===== src/rtl/core/vt4_pkg.sv =====
// Package: widths, payload types, register map and reset values for the vertex transform.
`timescale 1ns / 1ps
`default_nettype none

package vt4_pkg;

   localparam int FRAC_BITS = 16;
   localparam int DATA_W    = 32;
   localparam int NUM_ROWS  = 4;
   localparam int NUM_COLS  = 4;
   localparam int PROD_W    = 2 * DATA_W;
   localparam int PAIR_W    = PROD_W + 1;
   localparam int ACC_W     = PROD_W + 2;
   localparam int SHIFT_W   = ACC_W - FRAC_BITS;
   localparam int REG_W     = 64;
   localparam int NUM_REGS  = 8;
   localparam int IDX_W     = $clog2(NUM_REGS);
   localparam int BYTE_W    = $clog2(REG_W / 8);
   localparam int ADDR_W    = IDX_W + BYTE_W;
   localparam int LANE_LAT  = 4;

   localparam logic [DATA_W-1:0] Q_ONE = DATA_W'(1) << FRAC_BITS;
   localparam logic signed [ACC_W-1:0] ROUND_HALF = ACC_W'(1) << (FRAC_BITS - 1);
   localparam logic signed [DATA_W-1:0] SAT_MAX = {1'b0, {(DATA_W-1){1'b1}}};
   localparam logic signed [DATA_W-1:0] SAT_MIN = {1'b1, {(DATA_W-1){1'b0}}};

   typedef enum logic [IDX_W-1:0] {
      REG_ROW0_AB,
      REG_ROW0_CD,
      REG_ROW1_AB,
      REG_ROW1_CD,
      REG_ROW2_AB,
      REG_ROW2_CD,
      REG_ROW3_AB,
      REG_ROW3_CD
   } reg_idx_type;

   typedef struct packed {
      logic signed [DATA_W-1:0] in_x;
      logic signed [DATA_W-1:0] in_y;
      logic signed [DATA_W-1:0] in_z;
      logic signed [DATA_W-1:0] in_w;
   } req_type;

   typedef struct packed {
      logic signed [DATA_W-1:0] out_x;
      logic signed [DATA_W-1:0] out_y;
      logic signed [DATA_W-1:0] out_z;
      logic signed [DATA_W-1:0] out_w;
      logic                     overflow;
   } rsp_type;

   typedef logic [NUM_COLS-1:0][DATA_W-1:0] row_coef_type;
   typedef row_coef_type [NUM_ROWS-1:0] matrix_type;

   typedef struct packed {
      logic signed [DATA_W-1:0] result;
      logic                     ovf;
   } lane_out_type;

   function automatic logic [REG_W-1:0] reg_reset_value(input reg_idx_type idx);
      logic [REG_W-1:0] val;
      unique case (idx)
         REG_ROW0_AB: val = {{DATA_W{1'b0}}, Q_ONE};
         REG_ROW1_AB: val = {Q_ONE, {DATA_W{1'b0}}};
         REG_ROW2_CD: val = {{DATA_W{1'b0}}, Q_ONE};
         REG_ROW3_CD: val = {Q_ONE, {DATA_W{1'b0}}};
         default:     val = '0;
      endcase
      return val;
   endfunction

endpackage

`default_nettype wire


===== src/rtl/core/vt4_csr.sv =====
// Matrix register file behind the APB-style configuration port.
`timescale 1ns / 1ps
`default_nettype none

module vt4_csr (
   input  wire logic                        clock,
   input  wire logic                        reset,
   input  wire logic                        psel,
   input  wire logic                        penable,
   input  wire logic                        pwrite,
   input  wire logic [vt4_pkg::ADDR_W-1:0]  paddr,
   input  wire logic [vt4_pkg::REG_W-1:0]   pwdata,
   output      logic [vt4_pkg::REG_W-1:0]   prdata,
   output      logic                        pready,
   output      vt4_pkg::matrix_type         matrix
);
   import vt4_pkg::*;

   logic [REG_W-1:0] regs_ff [NUM_REGS];
   logic [IDX_W-1:0] idx;
   logic             wr_en;

   assign pready = 1'b1;
   assign idx    = paddr[ADDR_W-1:BYTE_W];
   assign wr_en  = psel && penable && pwrite && pready;
   assign prdata = regs_ff[idx];

   always_ff @(posedge clock) begin
      if (reset) begin
         for (int i = 0; i < NUM_REGS; i++) begin
            regs_ff[i] <= reg_reset_value(reg_idx_type'(IDX_W'(i)));
         end
      end else if (wr_en) begin
         regs_ff[idx] <= pwdata;
      end
   end

   // two coefficients per register, lower column in the low half
   for (genvar r = 0; r < NUM_ROWS; r++) begin : g_row
      for (genvar c = 0; c < NUM_COLS; c++) begin : g_col
         assign matrix[r][c] = regs_ff[r * 2 + c / 2][(c % 2) * DATA_W +: DATA_W];
      end
   end

endmodule

`default_nettype wire


===== config.mk =====
export PLATFORM = sky130hd
export DESIGN_NAME = vt4_csr
export DESIGN_NICKNAME = d
export VERILOG_FILES = /design/src/rtl/core/vt4_pkg.sv /design/src/rtl/core/vt4_csr.sv
export SDC_FILE = /design/constraint.sdc
export NUM_CORES = 1
export LEC_CHECK = 0
export ABC_AREA = 1
export BUFFER_PORTS_ARGS = -buffer_cell sky130_fd_sc_hd__buf_2
export CAP_MARGIN = 0
export CORE_AREA = 2 2 283 285
export DETAILED_ROUTE_END_ITERATION = 8
export DIE_AREA = 0 0 285 287
export GPL_TIMING_DRIVEN = 0
export HOLD_SLACK_MARGIN = 0.12
export PLACE_DENSITY = 0.47
export SYNTH_ARGS = -nofsm -noshare
export SYNTH_HDL_FRONTEND = slang
export SYNTH_SLANG_ARGS = --single-unit

===== constraint.sdc =====
create_clock -name clock -period 3.4 [get_ports clock]
set_clock_uncertainty 0.15 [all_clocks]
set_input_delay 0.17 -clock clock [delete_from_list [all_inputs] [get_ports clock]]
set_output_delay 0.17 -clock clock [all_outputs]
set_load 0.01 [all_outputs]

==> metrics.md, run 1 <==
| Metric | Value |
|---|---|
| H-tree levels | `2` |
| # fillers | `between 8k and 9k` |
| FP Rows | `103` |
| CTS tree | `yes` |
| Vias in the first global route | `20.30k` |
| Sequential-to-total area share from yosys stat | `0.6554` |
| Final GP Congestion | `0.8494` |
| Most frequent cells after synthesis | `nand2_1 (1341), nor2_1 (514), edfxtp_1 (512)` |
| Biggest regs | `regs_ff: 512 flops` |
| Yosys top cell area share | `0.6554` |
| Top Ports | `652` |
| Initial DRC Count | `1916` |
| Max reg flops | `512` |
| Setup TNS | `0 ns` |
| Die X | `285 um` |
| Asr flop ratio synth | `0` |
| Post-CTS Setup Inserts | `0` |
| Synth Area in Compound Gates | `0` |
| Relative slew slack | `0.09978` |
| Multiplexer share of the synthesized area | `0` |
| Port Buffers | `about 650` |
| Synth top area cells | `edfxtp_1 (66%), nand2_1 (21%), nor2_1 (8.2%)` |
| Nets@finish | `3477` |
| Synth Flop Type | `edfxtp_1` |
| Fin. Hold Viols | `0` |
| Core ar. | `0.07861 mm^2` |
| Sink Count | `512` |
| Power Density | `a little over 500 mW/mm^2` |
| Final WS setup | `about 0.11 ns` |
| Max Clock Freq | `303.7 MHz` |
| Critical Path End Type | `output port` |
| Tmin final | `3.292 ns` |
| Die height | `between 200 and 300 um` |
| Synth Area in Adders | `0` |
| Placed Cells incl. Taps | `4316` |
| Fin cells | `approximately 4.5k` |
| Yosys cell types | `18` |
| Clk slew on worst S/H paths | `0.06 ns` |
| # setup viols final | `0` |
| Mapped Cells | `2612` |
| Top reg by flops | `regs_ff` |
| Total Power | `between 15 and 20 mW` |
| Crit path kind | `in2out` |
| Number of enable flip-flop cells after synthesis | `approximately 500` |
| Syn Area/Cell | `8.982 um^2` |
| CTS Buf Count | `60` |
| Root buf cell | `clkbuf_16` |
| Initial Util | `0.2984` |
| Vias | `21.56k` |
| Max-cap violation count | `0` |
| Share of layout cells above drive strength 1 | `0.2449` |
| DRT antenna net count | `0` |
| Status | `finished, final reports clean` |
| Worst Path Required | `3.08 ns` |
| Grt total ovfl | `0` |
| Wire per inst | `25.66 um` |
| #FFs+latches synth | `just over 500` |
| Routed vias/inst | `4.790` |
| Pins Over Slew Limit | `0` |
| Post-Synth Simple-Gate Area | `0.3022` |
| Initial antenna violation count | `2` |
| DRT Pass-1 Iters | `5` |
| Peak supply drop | `372.4 uV` |
| RSZ-0062 raised after global routing | `false` |
| Drt total wl | `115500 um` |
| Crit path max fanout | `10` |
| Die area | `around 0.082 mm^2` |
| Cell with the most instances after synthesis | `nand2_1` |
| Post-synth design cell area | `0.02346 mm^2` |
| Synth warn | `0` |
| Hold WS | `0.2313 ns` |
| Half-perimeter wire length after placement | `81040 um` |
| Dpl ws | `-0.4572 ns` |
| XOR/XNOR Fraction of Synth Area | `0` |
| Largest net degree at the start of global routing | `39` |
| Mapped Nets | `2687` |
| DRC Markers | `0` |
| Leak Pwr | `14.62 nW` |
| Tot GR Track Use | `0.2728` |
| CP Launch Type | `primary input` |
| Tightest Hold Check Type | `in2reg` |
| Slew at the pin closest to its max-slew limit | `1.350 ns` |
| Crit share post-route | `0.9683` |
| Maximum clock path buffer count | `3` |
| First-pass GRT wire length | `157200 um` |
| Leading area contributor after synthesis | `edfxtp_1` |
| Crit path DAT | `2.97 ns` |
| Area grow syn2layout | `31.70%` |
| Main combinational cell family by area after synthesis | `simple AND/OR/NAND/NOR gates` |
==> cell families (layout without fill, tap and decap cells) <==
family | after synthesis | in the layout
buffers and inverters | 225 | 1063
flip-flops | 512 | 512
other | 1 | 2
AND/OR/NAND/NOR | 1874 | 1874
==> power by group <==
group	switching, mW	internal [mW]	leakage, nW
Sequential	0.228	7.29	4.87
Combinational	1.50	0.646	8.85
Clock	2.78	3.57	0.902
Total	4.51	11.5	14.6
==> critical path: stages <==
cell and delay, ns:
buf_2 0.10, dlygate4sd3_1 0.57, inv_2 0.18, buf_2 0.56, clkbuf_1 0.63, nand2_1 0.15
nand2_1 0.10, nand2_1 0.06, nand2_1 0.07, nand2_1 0.05, nand2_1 0.18, buf_2 0.16
==> per-layer routing <==
metal | vias to the layer above | GRT usage | share of wire
li1 | 9811 | - | -
met1 | 10510 | 0.3516 | 0.41
met2 | 1036 | 0.4474 | 0.47
met3 | 199 | 0.06849 | 0.089
met4 | 0 | 0.09332 | 0.037
met5 | - | 0 | 0
==> stage by stage <==
step	utilization	cell area [um^2]
5_1_grt	0.3930	30900
3_5_place_dp	0.3598	28290
3_3_place_gp	0.3563	28010
2_1_floorplan	-	23460
6_report	0.3930	30900
4_1_cts	0.3930	30890
==> placed cells by master, fill, tap and decap left out, types with 6 or more instances in the layout <==
master | netlist | routed
nand2_1 | 1341 | 1333
buf_2 | 73 | 719
nor2_1 | 514 | 514
edfxtp_1 | 512 | 512
dlygate4sd3_1 | 0 | 74
inv_1 | 65 | 65
clkbuf_1 | 54 | 65
clkbuf_16 | 0 | 61
buf_1 | 15 | 15
clkinv_2 | 0 | 13
clkinv_1 | 0 | 12
nand2_4 | 0 | 8
buf_16 | 0 | 8
nand4_1 | 7 | 7
buf_4 | 7 | 7
inv_2 | 7 | 7
nand3_1 | 6 | 6
clkinvlp_4 | 0 | 6
==> worst paths after layout <==
kind,from,slack [ns],endpoint,cells after the start
max,paddr[3],0.11,prdata[18],12
min,paddr[5],0.23,regs_ff[3][0],5
==> what timing repair did <==
action / CTS / global route
endpoints found under the hold margin: 511 / 0
gates resized for setup: 0 / 2
endpoints found under the setup margin: 0 / 1
hold buffers: 74 / 0
==> final cells by class <==
type | count | area [um^2] | area share
Clock inverter | 37 | 292.8 | 0.009476
Clock buffer | 73 | 1572 | 0.05086
Tap cell | 1050 | 1314 | 0.04252
Inverter | 72 | 270.3 | 0.008747
Buffer | 153 | 723.2 | 0.02341
Antenna cell | 1 | 2.502 | 0.00008099
Sequential cell | 512 | 15370 | 0.4976
Multi-Input combinational cell | 1875 | 7153 | 0.2315
Timing Repair Buffer | 728 | 4194 | 0.1357
Note: power is estimated with default switching activity, not from simulation.
==> run 2: changes to the inputs <==
- CELL_PAD_IN_SITES_DETAIL_PLACEMENT: unset -> 0
- CELL_PAD_IN_SITES_GLOBAL_PLACEMENT: unset -> 1
- PLACE_DENSITY: 0.47 -> 0.61
==> metrics.md, run 2 (synthesis results as in run 1) <==
| Metric | Value |
|---|---|
| Status | `finished, final reports clean` |
| Post-CTS resize count | `0 (unchanged)` |
| H-tree levels | `2 (unchanged)` |
| Share of layout cells above drive strength 1 | `0.2462 (+0.001231)` |
| Port Buffers | `646 (unchanged)` |
| Nets@finish | `3474 (-0.086%)` |
| Largest stage delay, worst path | `0.67 ns (+0.04 ns)` |
| Post-CTS Setup Inserts | `0 (unchanged)` |
| Grt total ovfl | `0 (unchanged)` |
| Area grow syn2layout | `32.09%` |
| Hold WS | `0.1865 ns (-0.04475 ns)` |
| Final core utilization | `0.3942 (+0.001178)` |
| Crit path kind | `in2reg` |
| Routed vias/inst | `4.820 (+0.64%)` |
| # diodes | `0 (-1)` |
| Vias | `21.69k (+0.60%)` |
| Max Clock Freq | `299.5 MHz (-1.4%)` |
| Initial DRC Count | `1989 (+3.8%)` |
| Clk slew on worst S/H paths | `0.06 ns (about the same)` |
| Critical-path top delay cell | `nand2_4` |
| HP Start | `paddr[5]` |
| Sequential Area | `0.01537 mm^2 (unchanged)` |
| # setup viols final | `0 (unchanged)` |
| DRC Markers | `0 (unchanged)` |
| Biggest regs | `regs_ff: 512 flops` |
| RSZ-0062 raised after global routing | `false` |
| Peak supply drop | `376.9 uV (+1.2%)` |
| Crit path max fanout | `33 (+23)` |
| Root buf cell | `clkbuf_16` |
| Commonest cells after routing, fill and taps aside | `nand2_1 (1333), buf_2 (719), nor2_1 (514), edfxtp_1 (512), dlygate4sd3_1 (73)` |
| Multi-input gate area | `0.007153 mm^2 (unchanged)` |
| Fin. Hold Viols | `0 (unchanged)` |
| Setup TNS | `0 ns (unchanged)` |
| Wire per inst | `25.48 um (-0.71%)` |
| FP Rows | `103 (unchanged)` |
| Crit share post-route | `0.9820 (+0.01370)` |
| Power Density | `526.8 mW/mm^2 (+1.6%)` |
| Top reg by flops | `regs_ff` |
| Final GP Congestion | `0.8860 (+4.3%)` |
| Drt total wl | `114600 um (-0.75%)` |
| Initial Util | `0.2984 (unchanged)` |
| Tmin final | `3.339 ns (+0.04657 ns)` |
| Worst hold path depth | `5 (unchanged)` |
| CP bufs+invs | `5 (-1)` |
| Max-cap violation count | `0 (unchanged)` |
| Total Power | `16.32 mW (+1.9%)` |
| DRT Pass-1 Iters | `6 (+1)` |
| Crit-path leading delay family | `buffers and inverters` |
| Top Ports | `652 (unchanged)` |
| Leak Pwr | `14.69 nW (+0.45%)` |
| Largest net degree at the start of global routing | `43 (+10%)` |
| Critical Path End Type | `register` |
| Tot GR Track Use | `0.2699 (-0.002934)` |
| Tightest Hold Check Type | `in2reg` |
| Initial antenna violation count | `2 (unchanged)` |
| Maximum clock path buffer count | `3 (unchanged)` |
| CP Launch Type | `primary input` |
| CTS tree | `yes` |
| Critical-path cell list | `dlygate4sd3_1, buf_2, nand4_1, nor2_1, inv_2, clkbuf_1, nand2_4, buf_16` |
| DRT antenna net count | `0 (unchanged)` |
| First-pass GRT wire length | `157700 um (+0.28%)` |
| Vias in the first global route | `21.03k (+3.6%)` |
| Slew at the pin closest to its max-slew limit | `1.383 ns (+0.03297 ns)` |
| Core ar. | `0.07861 mm^2 (unchanged)` |
| Die X | `285 um (unchanged)` |
| # fillers | `8176 (+0.59%)` |
| Half-perimeter wire length after placement | `81960 um (+1.1%)` |
| Hold Crit Endpoint | `regs_ff[3][3]` |
| CTS Buf Count | `59 (-1.7%)` |
| Pins Over Slew Limit | `0 (unchanged)` |
| Die area | `0.08180 mm^2 (unchanged)` |
| Sink Count | `512 (unchanged)` |
| Max reg flops | `512 (unchanged)` |
| Worst Path Required | `3.54 ns (+0.46 ns)` |
| Commonest non-fill, non-tap cell in the layout | `nand2_1` |
| Crit path DAT | `3.48 ns (+0.51 ns)` |
| Die height | `287 um (unchanged)` |
| Relative slew slack | `0.07780 (-0.02198)` |
## run 2: power breakdown
part / total, mW / internal, mW / switching (mW)
sequential: 7.52 / 7.29 / 0.227
clock: 6.66 / 3.93 / 2.73
combinational: 2.15 / 0.644 / 1.50
## run 2: how the worst max path moves through the flow
stage	cells past startpoint	from	slack [ns]	endpoint
after detailed placement	8	reset	-0.58	regs_ff[7][36]
after CTS	8	paddr[5]	0.01	prdata[3]
final	8	pwrite	0.06	regs_ff[7][50]
after global routing	9	paddr[5]	0.04	regs_ff[2][35]
after floorplan	8	paddr[4]	0.44	regs_ff[3][0]
after global placement	7	reset	-2.88	regs_ff[7][35]
## run 2: area by class of cell
cell class / instances / area share
clock buffer: 68 / 0.05011
sequential: 512 / 0.4961
clock inverter: 43 / 0.01385
inverter: 72 / 0.008721
buffer: 152 / 0.02318
multi-input combinational: 1875 / 0.2308
timing repair buffer: 727 / 0.1348
tap: 1050 / 0.04240
## run 2: metrics by stage
step / instances / setup slack [ns] / area [um^2]
2_1_floorplan: 2612 / 0.4359 / 23460
3_5_place_dp: 4316 / -0.5839 / 28280
4_1_cts: 4500 / 0.01379 / 30990
3_3_place_gp: 4308 / -2.880 / 28010
6_report: 4499 / 0.06114 / 30990
5_1_grt: 4499 / 0.03841 / 30990
## run 2: timing repair
item	CTS	global route
hold buffers	73	0
hold endpoints to repair	512	0
setup endpoints to repair	0	6
## run 2: routing by layer
layer,global-route usage,vias up,routed length [um]
li1,-,9810,-
met1,0.3451,10710,45610
met2,0.4622,1001,55890
met3,0.04937,165,9149
met4,0.08757,0,3988
met5,0,-,0
